`src/hdl/twq_pkg.sv`:
```
`timescale 1ns / 1ps
`default_nettype none

package twq_pkg;

	localparam int QUEUE_DEPTH   = 16;
	localparam int PAYLOAD_WIDTH = 32;
	localparam int CNT_W         = $clog2(QUEUE_DEPTH + 1);
	localparam int BURST_W       = 4;

	localparam logic [BURST_W-1:0] BURST_RESET = BURST_W'(2);
	localparam logic [BURST_W-1:0] BURST_MAX   = '1;

	// operation codes carried on the input word
	localparam logic OP_ENQUEUE = 1'b0;
	localparam logic OP_DEQUEUE = 1'b1;

	localparam int OUT_BITS = 2 * (2 + PAYLOAD_WIDTH) + 1 + 2 * CNT_W;
	localparam int OUT_W    = ((OUT_BITS + 7) / 8) * 8;

	typedef enum logic [1:0] {
		SRC_NONE,
		SRC_PRIO_CNT,
		SRC_NORM,
		SRC_PRIO_HOLD
	} src_t;

	typedef struct packed {
		logic enq;
		logic deq;
	} q_ctrl_t;

	typedef struct packed {
		logic [CNT_W-1:0]         count;
		logic                     full;
		logic [PAYLOAD_WIDTH-1:0] head;
	} q_stat_t;

	// weighted pick: priority while burst below limit, else normal, else priority
	function automatic src_t choose_src(
		input logic [CNT_W-1:0]   p_count,
		input logic [CNT_W-1:0]   n_count,
		input logic [BURST_W-1:0] burst,
		input logic [BURST_W-1:0] limit
	);
		src_t s;
		if (p_count != '0 && burst < limit) s = SRC_PRIO_CNT;
		else if (n_count != '0)             s = SRC_NORM;
		else if (p_count != '0)             s = SRC_PRIO_HOLD;
		else                                s = SRC_NONE;
		return s;
	endfunction

endpackage

`default_nettype wire

```
`src/hdl/two_class_weighted_queue.sv`:
```
`timescale 1ns / 1ps
`default_nettype none

// Two-class weighted queue. Words enter on s_* (tuser[0] operation: 0 enqueue,
// 1 dequeue; tuser[1] class, 1 = priority; tdata the payload). Each queue is a
// row of sixteen cells with its head in the first cell; a dequeue shifts the
// whole row one cell towards the head, an enqueue writes the cell at the fill
// count. Priority is served while the burst counter is below priority_burst
// (cfg port, reset 2), then one normal entry, which clears the counter; with
// the burst used up and no normal entry, priority is served and the counter
// holds. Each input word yields one output word: at acceptance the cell rows
// are updated, then the new heads are read into the output register. A new
// word is not taken while the last one is pending, and only once the output
// register is free or being drained. Enqueues to a full queue are dropped and
// flagged. Write priority_burst only while idle.

module two_class_weighted_queue
	import twq_pkg::*;
(
	input  wire                     clk,
	input  wire                     arst_n,
	input  wire                     cfg_we,
	input  wire [BURST_W-1:0]       cfg_wdata,    // priority_burst
	input  wire                     s_tvalid,
	output logic                    s_tready,
	input  wire [PAYLOAD_WIDTH-1:0] s_tdata,      // payload
	input  wire [1:0]               s_tuser,      // operation, is_priority
	output logic                    m_tvalid,
	input  wire                     m_tready,
	// served_valid, served_priority, served_payload, head_valid, head_priority,
	// head_payload, dropped, priority_fill, normal_fill, zero fill
	output logic [OUT_W-1:0]        m_tdata
);

	logic [BURST_W-1:0] limit_q;
	logic [BURST_W-1:0] burst_q;
	logic               pend_q;
	logic               m_valid_q;
	logic [OUT_W-1:0]   m_data_q;

	// served part of the result, latched at acceptance
	logic                     srv_valid_q;
	logic                     srv_prio_q;
	logic [PAYLOAD_WIDTH-1:0] srv_pay_q;
	logic                     drop_q;

	q_ctrl_t p_ctrl, n_ctrl;
	q_stat_t p_stat, n_stat;

	logic in_acc;
	logic op, cls;
	src_t src, head_src;

	logic                     head_valid, head_prio;
	logic [PAYLOAD_WIDTH-1:0] head_pay;

	assign op  = s_tuser[0];
	assign cls = s_tuser[1];

	// one word in flight; output register must be free by the time it loads
	assign s_tready = !pend_q && (!m_valid_q || m_tready);
	assign in_acc   = s_tvalid && s_tready;

	assign src = choose_src(p_stat.count, n_stat.count, burst_q, limit_q);

	always_comb begin
		p_ctrl.enq = in_acc && (op == OP_ENQUEUE) &&  cls && !p_stat.full;
		n_ctrl.enq = in_acc && (op == OP_ENQUEUE) && !cls && !n_stat.full;
		p_ctrl.deq = in_acc && (op == OP_DEQUEUE)
		             && (src == SRC_PRIO_CNT || src == SRC_PRIO_HOLD);
		n_ctrl.deq = in_acc && (op == OP_DEQUEUE) && (src == SRC_NORM);
	end

	twq_queue u_prio (
		.clk     (clk),
		.arst_n  (arst_n),
		.ctrl    (p_ctrl),
		.wr_data (s_tdata),
		.stat    (p_stat)
	);

	twq_queue u_norm (
		.clk     (clk),
		.arst_n  (arst_n),
		.ctrl    (n_ctrl),
		.wr_data (s_tdata),
		.stat    (n_stat)
	);

	// config register and burst counter
	always_ff @(posedge clk or negedge arst_n) begin
		if (!arst_n) begin
			limit_q <= BURST_RESET;
			burst_q <= '0;
		end else begin
			if (cfg_we) begin
				limit_q <= cfg_wdata;
			end
			if (n_ctrl.deq) begin
				burst_q <= '0;
			end else if (p_ctrl.deq && src == SRC_PRIO_CNT && burst_q != BURST_MAX) begin
				burst_q <= burst_q + BURST_W'(1);
			end
		end
	end

	always_ff @(posedge clk or negedge arst_n) begin
		if (!arst_n) begin
			pend_q <= 1'b0;
		end else begin
			pend_q <= in_acc;
		end
	end

	always_ff @(posedge clk) begin
		if (in_acc) begin
			srv_valid_q <= p_ctrl.deq || n_ctrl.deq;
			srv_prio_q  <= p_ctrl.deq;
			srv_pay_q   <= p_ctrl.deq ? p_stat.head
			             : (n_ctrl.deq ? n_stat.head : '0);
			drop_q      <= (op == OP_ENQUEUE) && (cls ? p_stat.full : n_stat.full);
		end
	end

	// head view from the state after the update
	assign head_src = choose_src(p_stat.count, n_stat.count, burst_q, limit_q);

	always_comb begin
		head_valid = 1'b0;
		head_prio  = 1'b0;
		head_pay   = '0;
		unique case (head_src)
			SRC_PRIO_CNT, SRC_PRIO_HOLD: begin
				head_valid = 1'b1;
				head_prio  = 1'b1;
				head_pay   = p_stat.head;
			end
			SRC_NORM: begin
				head_valid = 1'b1;
				head_pay   = n_stat.head;
			end
			default: begin
				head_valid = 1'b0;
			end
		endcase
	end

	always_ff @(posedge clk or negedge arst_n) begin
		if (!arst_n) begin
			m_valid_q <= 1'b0;
		end else if (pend_q) begin
			m_valid_q <= 1'b1;
		end else if (m_tready) begin
			m_valid_q <= 1'b0;
		end
	end

	always_ff @(posedge clk) begin
		if (pend_q) begin
			m_data_q <= OUT_W'({n_stat.count, p_stat.count, drop_q,
			                    head_pay, head_prio, head_valid,
			                    srv_pay_q, srv_prio_q, srv_valid_q});
		end
	end

	assign m_tvalid = m_valid_q;
	assign m_tdata  = m_data_q;

`ifndef SYNTHESIS
	// a queue never holds more than its depth
	a_fill_bound: assert property (@(posedge clk) disable iff (!arst_n)
		p_stat.count <= CNT_W'(QUEUE_DEPTH) && n_stat.count <= CNT_W'(QUEUE_DEPTH))
		else $error("queue fill beyond depth");

	// an accepted word blocks the input while pending, then its result is presented
	a_result_follows: assert property (@(posedge clk) disable iff (!arst_n)
		in_acc |=> (!s_tready ##1 m_tvalid))
		else $error("accepted word gave no result");

	// only one queue moves per word
	a_one_queue: assert property (@(posedge clk) disable iff (!arst_n)
		$countones({p_ctrl.enq, p_ctrl.deq, n_ctrl.enq, n_ctrl.deq}) <= 1)
		else $error("both queues updated by one word");

	// a served entry and a drop never share a result
	a_serve_drop: assert property (@(posedge clk) disable iff (!arst_n)
		pend_q |-> !(srv_valid_q && drop_q))
		else $error("served and dropped together");
`endif

endmodule

`default_nettype wire

```
`src/hdl/twq_cell.sv`:
```
`timescale 1ns / 1ps
`default_nettype none

module twq_cell
	import twq_pkg::*;
(
	input  wire                      clk,
	input  wire                      wr,
	input  wire                      shift,
	input  wire [PAYLOAD_WIDTH-1:0]  wr_data,
	input  wire [PAYLOAD_WIDTH-1:0]  nbr_data,
	output logic [PAYLOAD_WIDTH-1:0] data
);

	logic [PAYLOAD_WIDTH-1:0] data_q;

	// payload only, no reset: a cell is read only once written
	always_ff @(posedge clk) begin
		if (wr) begin
			data_q <= wr_data;
		end else if (shift) begin
			data_q <= nbr_data;
		end
	end

	assign data = data_q;

endmodule

`default_nettype wire

```
`src/hdl/twq_queue.sv`:
```
`timescale 1ns / 1ps
`default_nettype none

module twq_queue
	import twq_pkg::*;
(
	input  wire                     clk,
	input  wire                     arst_n,
	input  q_ctrl_t                 ctrl,
	input  wire [PAYLOAD_WIDTH-1:0] wr_data,
	output q_stat_t                 stat
);

	logic [CNT_W-1:0]         count_q;
	logic [PAYLOAD_WIDTH-1:0] cell_data [QUEUE_DEPTH];

	// head sits in cell 0; a dequeue moves every cell one place towards it
	for (genvar i = 0; i < QUEUE_DEPTH; i++) begin : g_cell
		logic                     wr_i;
		logic [PAYLOAD_WIDTH-1:0] nbr_i;

		assign wr_i = ctrl.enq && (count_q == CNT_W'(i));

		if (i == QUEUE_DEPTH - 1) begin : g_tail
			assign nbr_i = '0;
		end else begin : g_mid
			assign nbr_i = cell_data[i+1];
		end

		twq_cell u_cell (
			.clk      (clk),
			.wr       (wr_i),
			.shift    (ctrl.deq),
			.wr_data  (wr_data),
			.nbr_data (nbr_i),
			.data     (cell_data[i])
		);
	end

	always_ff @(posedge clk or negedge arst_n) begin
		if (!arst_n) begin
			count_q <= '0;
		end else if (ctrl.enq) begin
			count_q <= count_q + CNT_W'(1);
		end else if (ctrl.deq) begin
			count_q <= count_q - CNT_W'(1);
		end
	end

	assign stat.count = count_q;
	assign stat.full  = (count_q == CNT_W'(QUEUE_DEPTH));
	assign stat.head  = cell_data[0];

endmodule

`default_nettype wire
```
`config.mk`:
```
export PLATFORM = sky130hd
export DESIGN_NAME = two_class_weighted_queue
export DESIGN_NICKNAME = d
export VERILOG_FILES = /design/src/hdl/twq_pkg.sv /design/src/hdl/two_class_weighted_queue.sv /design/src/hdl/twq_cell.sv /design/src/hdl/twq_queue.sv
export SDC_FILE = /design/constraint.sdc
export NUM_CORES = 1
export LEC_CHECK = 0
export ABC_AREA = 1
export BUFFER_PORTS_ARGS = -buffer_cell sky130_fd_sc_hd__buf_2
export CAP_MARGIN = 20
export CORE_MARGIN = 2
export CORE_UTILIZATION = 50
export CTS_BUF_LIST = sky130_fd_sc_hd__clkbuf_4 sky130_fd_sc_hd__clkbuf_8
export DETAILED_ROUTE_END_ITERATION = 10
export GPL_TIMING_DRIVEN = 0
export PLACE_DENSITY = 0.65
export SKIP_CTS_REPAIR_TIMING = 1
export SYNTH_ARGS = -nofsm -noshare
export SYNTH_HDL_FRONTEND = slang
export SYNTH_SLANG_ARGS = --single-unit
```
`constraint.sdc`:
```
create_clock -name clk -period 4.56 [get_ports clk]
set_clock_uncertainty 0.15 [all_clocks]
set_input_delay 0.684 -clock clk [delete_from_list [all_inputs] [get_ports clk]]
set_output_delay 0.684 -clock clk [all_outputs]
set_load 0.02 [all_outputs]
```
# ---- Word-level counts from Yosys, hierarchy flattened
# Cells that the tools add are included.
# W data, S select, Z words.
dict set report classes {
  addsub 5
  n_mul 0
  div 0
  magnitude_cmp 1
  eq_ne 36
  shift 0
  n_mux 81
  bitwise_logic 1
  n_reduce_logical 96
}
# cell n
set ops {}
lappend ops {{$mux W32} 66}
lappend ops {{$eq A5 B4 Y1 const B} 16}
lappend ops {{$reduce_bool A2 Y1} 36}
lappend ops {{$pmux W32 S2} 1}
lappend ops {{$logic_and A1 B1 Y1} 46}
lappend ops {{$eq A5 B3 Y1 const B} 8}
lappend ops {{$eq A5 B2 Y1 const B} 4}
lappend ops {{$mux W5} 4}
lappend ops {{$add A5 B1 Y5 const B} 2}
lappend ops {{$eq A5 B1 Y1 const B} 2}
lappend ops {{$eq A5 B5 Y1 const B} 2}
lappend ops {{$logic_not A5 Y1} 2}
lappend ops {{$reduce_bool A5 Y1} 2}
lappend ops {{$sub A5 B1 Y5 const B} 2}
lappend ops {{$mux W4} 2}
lappend ops {{$mux W2} 3}
lappend ops {{$logic_not A1 Y1} 5}
lappend ops {{$mux W1} 5}
lappend ops {{$add A4 B1 Y4 const B} 1}
lappend ops {{$eq A2 B2 Y1 const B} 2}
lappend ops {{$lt A4 B4 Y1} 1}
lappend ops {{$ne A4 B4 Y1 const B} 1}
lappend ops {{$logic_or A1 B1 Y1} 3}
lappend ops {{$reduce_or A3 Y1} 1}
lappend ops {{3 further kinds} 3}
dict set report word_totals {
  reg_bits 1158
  latchBits 0
  ram_bits 0
  rom_bits 0
  output_inout_bits 82
  n_memories 0
}

# ---- Longest topological paths before layout
dict set report logic_depth {
  ltp_word 11
  ltp_mapped 11
}

# ---- By module
# A second synthesis with hierarchy kept.
dict set report hier_totals {
  cells_unflattened 4919
  area_unflattened_um2 50782.5
}
# module instances cells_per_inst area_each_um2 seq_area_each_um2
set modules_own_cells {}
lappend modules_own_cells {twq_cell 32 137 1401.3 960.9}
lappend modules_own_cells {two_class_weighted_queue 1 385 4994.8 3674.8}
lappend modules_own_cells {{twq_queue at u_norm} 1 75 473.0 125.1}
lappend modules_own_cells {{twq_queue at u_prio} 1 75 471.7 125.1}

# ---- Worst setup path before layout
# No wires, ideal clock.
dict set report synth_path {
  path_type {register to register}
  start {reg pend_q}
  end {reg u_prio.g_cell[3].u_cell.data_q[0] (enable)}
  arrival_time_ns 3.654
  required_ns 3.932
  slack_ns 0.279
  path_stages_with_launch 8
  synth_period_minus_slack_ns 4.281
  path_cell_list {dfrtp_1 > inv_1 > nand4_2 > nor2_4 > buf_6 > nand4_2 > clkbuf_1 > nand2_1}
}
dict set report synth_between {
  elab_chain_cells 8
}
# element line_no
set synth_lines {}
lappend synth_lines {{start, declared} two_class_weighted_queue.sv:37} ;# logic pend_q;
lappend synth_lines {{start signal, assigned} two_class_weighted_queue.sv:111} ;# pend_q <= in_acc;
lappend synth_lines {{$logic_not A1 Y1 (*)} two_class_weighted_queue.sv:61} ;# assign s_tready = !pend_q && (!m_valid_q || m_tready);
lappend synth_lines {{$logic_and A1 B1 Y1 (*)} two_class_weighted_queue.sv:61}
lappend synth_lines {{$logic_and A1 B1 Y1 (*)} two_class_weighted_queue.sv:62} ;# assign in_acc = s_tvalid && s_tready;
lappend synth_lines {{$logic_and A1 B1 Y1 (3 in a row)} two_class_weighted_queue.sv:67} ;# p_ctrl.enq = in_acc && (op == OP_ENQUEUE) && cls && !p_stat.full;
lappend synth_lines {{$logic_and A1 B1 Y1} twq_queue.sv:22} ;# assign wr_i = ctrl.enq && (count_q == CNT_W'(i));
lappend synth_lines {{$reduce_bool A2 Y1 (no line) (*)} -}
lappend synth_lines {{end signal, assigned} twq_cell.sv:20} ;# data_q <= wr_data;
lappend synth_lines {{end signal, assigned} twq_cell.sv:22} ;# data_q <= nbr_data;
lappend synth_lines {{end, declared} twq_cell.sv:15} ;# logic [PAYLOAD_WIDTH-1:0] data_q;
# Mark *: on every way between the ends. The rest lies on a longest branch, timed or not.
# A chain may end at the register's enable or synchronous reset.

# ---- Worst setup path after layout
dict set report layout_path {
  start {reg u_prio.count_q[0]}
  end {reg u_prio.g_cell[13].u_cell.data_q[10] (enable)}
}
dict set report layout_between {
  elab_chain_cells 8
}
# element line_no
set layout_lines {}
lappend layout_lines {{start, declared} twq_queue.sv:14} ;# logic [CNT_W-1:0] count_q;
lappend layout_lines {{start signal, assigned} twq_queue.sv:44} ;# count_q <= count_q + CNT_W'(1);
lappend layout_lines {{start signal, assigned} twq_queue.sv:46} ;# count_q <= count_q - CNT_W'(1);
lappend layout_lines {{$reduce_bool A5 Y1} {twq_pkg.sv:47, twq_pkg.sv:49}}
lappend layout_lines {{$mux W2} twq_pkg.sv:49} ;# else if (p_count != '0) s = SRC_PRIO_HOLD;
lappend layout_lines {{$mux W2} twq_pkg.sv:48} ;# else if (n_count != '0) s = SRC_NORM;
lappend layout_lines {{$mux W2} twq_pkg.sv:47} ;# if (p_count != '0 && burst < limit) s = SRC_PRIO_CNT;
lappend layout_lines {{$eq A2 B1 Y1 or $eq A2 B2 Y1 (tied branches)} two_class_weighted_queue.sv:70} ;# && (src == SRC_PRIO_CNT || src == SRC_PRIO_HOLD);
lappend layout_lines {{$logic_or A1 B1 Y1} two_class_weighted_queue.sv:70}
lappend layout_lines {{$logic_and A1 B1 Y1} two_class_weighted_queue.sv:70}
lappend layout_lines {{$reduce_bool A2 Y1 (no line) (*)} -}
lappend layout_lines {{end signal, assigned} twq_cell.sv:20}
lappend layout_lines {{end signal, assigned} twq_cell.sv:22}
lappend layout_lines {{end, declared} twq_cell.sv:15}
# Marked as above.

==> key figures <==
Drt
  – First DRT Iteration DRCs: about 3200
  – Total number of vias: around 31000
  – First-pass DRT Iterations: 6
  – Routed WL per cell: 20.2 um
  – Routed wire length: 116 mm
  – # DRC: 0
  – Vias per Instance: 5.39
  – Routed Antenna Nets: 0

Global route
  – GRT Util Overall: between 20% and 30%
  – GRT overflow: 0
  – Largest net degree at the start of global routing: slightly below 70
  – First-pass GRT wire length: roughly 170 mm
  – Initial antenna violation count: 7
  – Vias in the first global route: around 29000

Power and ir drop
  – Pwr Density: 484 nW/um^2
  – Peak supply drop: 279 uV
  – Total Power: roughly 26 mW
  – Leakage: approximately 21 nW

Layout
  – Share of cells above drive strength 1: 13.6%
  – Nets: 4400
  – Fin util: just under 60%
  – Area Growth Syn to Fin: 13.8%
  – Most common cell after layout, fill and taps aside: nand2_1
  – Most frequent cells in the layout: 1208 x nand2_1, 1138 x edfxtp_1, 745 x o21ai_0

Setup path
  – Worst setup path class: flip-flop to flip-flop
  – R2R cell count: 11
  – Flop2flop setup slack: 0.50 ns
  – CP max FO: 20
  – CP Launch Type: flip-flop
  – CP Capture Type: flip-flop
  – Critical path arrival: approximately 4.5 ns
  – Critical Path RT: roughly 5 ns
  – FF-to-FF Start: u_prio.count_q[0]
  – Reg2reg end: u_prio.g_cell[13].u_cell.data[10]

Outcome
  – Status: finished clean

Synthesis
  – Synth Cell Area: 47400 um^2
  – Syn nets: approximately 4100
  – Synthesized area per cell: between 10 and 15 um^2
  – Register area share after synthesis: between 70% and 80%
  – FF+latch count, synth: 1158
  – Yosys warns: 0
  – Ys async rst share: 1.73%
  – Number of synthesized flops with an enable pin: 1138
  – Syn Inst Count: ~4000
  – Distinct cells, synth: 32
  – Top_reg_cell synth: edfxtp_1

Clocking
  – CTS Root Cell: clkbuf_8
  – H-Tree Depth: 4
  – Clock buffer depth: 3
  – CTS tree: done
  – Total clock sinks: roughly 1200
  – Clk slew on worst S/H paths: roughly 0.06 ns
  – Total CTS buffers: roughly 180
  – Clock latency on the worst-skew pair: roughly 0.86 ns

Run
  – Max cap viols: 0

Floorplan
  – Chip width: 312 um
  – Die footprint: a little under 100000 um^2
  – # rows: 112
  – Io pins: 125
  – Core area: between 90000 and 100000 um^2
  – Die H: about 310 um
  – Initial Util: between 50% and 60%

STA
  – Period minus WS final: 4.06 ns
  – Final Hold Fails: 0
  – Slew headroom: 20.4%
  – Period utilisation layout: between 80% and 90%
  – Fin. max-slew vios: 0
  – FMAX: around 250 MHz
  – Worst-margin pin slew: approximately 1.2 ns
  – # setup viols final: 0
  – Unrepaired setup endpoints after global routing: no

Worst hold path
  – Hold Crit Endpoint: m_tvalid
  – Worst Hold Class: input port to flip-flop
  – Hold Crit Depth: 4
  – Hold_sp: m_tready

Placement
  – GPL Wtd Cong: between 0.9 and 1
  – DP Wirelength: approximately 83 mm
  – Port Buffers: between 100 and 150
sequential cells by signal (all words and copies together) (netlist names):
name / count
u_norm.count_q: 5
srv_valid_q: 1
drop_q: 1
pend_q: 1
m_tvalid: 1
srv_prio_q: 1
m_tdata: 79
u_norm.g_cell.u_cell.data: 512
u_prio.count_q: 5
srv_pay_q: 32
u_prio.g_cell.u_cell.data: 512
limit_q: 4
burst_q: 4
cells by family (layout without fill, tap and decap cells):
group / after synthesis / in the layout / share of synthesized area [%]
flops: 1158 / 1158 / 73.1
simple gates: 1449 / 1449 / 12.0
mux: 1 / 1 / 0.0237
fa+ha+maj: 16 / 16 / 0.422
buf+inv: 421 / 911 / 4.30
compound gates: 936 / 936 / 9.89
xor+xnor: 12 / 12 / 0.222
other cells: 1 / 2 / 0.00791
where the power goes:
group,internal [mW],switching (mW),leakage (nW),total [mW]
sequential,13.4,0.383,10.7,13.8
combinational,1.13,2.72,8.47,3.85
clock,4.38,4.07,1.81,8.45
total,18.9,7.17,20.9,26.1
worst max-delay path, cell delays in order (launching register included):
cell and delay (ns):
dfrtp_1 0.44, inv_1 0.19, ha_1 0.24, nand2_1 0.07, nor2_1 0.58, nor2_1 0.11, nand2_2 0.30, nand2_2 0.26
nand2_2 0.29, buf_2 0.36, nand2_1 0.45, buf_16 0.33
stage by stage:
stage | hold slack [ns] | area [um^2] | instances | setup TNS, ns | setup slack [ns]
after floorplan | 0.238 | 47400 | 3994 | 0 | 0.279
after global placement | 0.250 | 49600 | 5371 | -1196.22 | -1.38
after detailed placement | 0.255 | 50400 | 5401 | 0 | 0.499
after CTS | -0.398 | 53900 | 5729 | 0 | 0.484
after global routing | 0.0112 | 54000 | 5739 | 0 | 0.359
final | 0.0297 | 54000 | 5739 | 0 | 0.503
worst max path at each step:
stage | startpoint | endpoint | slack, ns | cells after the start
floorplan | pend_q | u_prio.g_cell[3].u_cell.data[0] | 0.28 | 7
global placement | pend_q | u_norm.g_cell[0].u_cell.data[10] | -1.38 | 7
detailed placement | u_prio.count_q[0] | u_prio.g_cell[13].u_cell.data[10] | 0.50 | 11
CTS | u_prio.count_q[0] | u_prio.g_cell[13].u_cell.data[10] | 0.48 | 11
global route | u_prio.count_q[0] | u_prio.g_cell[13].u_cell.data[10] | 0.36 | 11
finish | u_prio.count_q[0] | u_prio.g_cell[13].u_cell.data[10] | 0.50 | 11
layout make-up:
class                      instances  area [um^2]
inverter                          78          293
buffer                           343         1750
fill                            7795        39600
antenna                            1         2.50
clock buffer                     234         2950
clock inverter                    94          498
sequential                      1158        34700
timing repair buffer             162         1530
multi-input combinational       2415        10700
tap                             1254         1570
routing by layer:
metal | routed length [um] | share of wire, % | global-route usage (%)
met1 | 49300 | 43 | 32.9
met2 | 53500 | 46 | 37.4
met3 | 9510 | 8.2 | 4.89
met4 | 3580 | 3.1 | 8.60
met5 | 58 | 0.050 | 0
Yosys cell counts, drive strengths merged (2+ instances only):
cell type / number / area share [%]
clkbuf: 182 / 1.4
edfxtp: 1138 / 72
inv: 77 / 0.61
nor3: 21 / 0.23
nor2: 77 / 0.64
nand3: 127 / 1.3
nand4: 3 / 0.079
nand2: 1216 / 9.7
xor2: 10 / 0.18
xnor2: 2 / 0.037
dfrtp: 19 / 1.0
o21ai: 904 / 9.6
ha: 16 / 0.42
nand3b: 3 / 0.047
buf: 161 / 2.2
a21oi: 32 / 0.34
(Power assumes the default switching activity.)
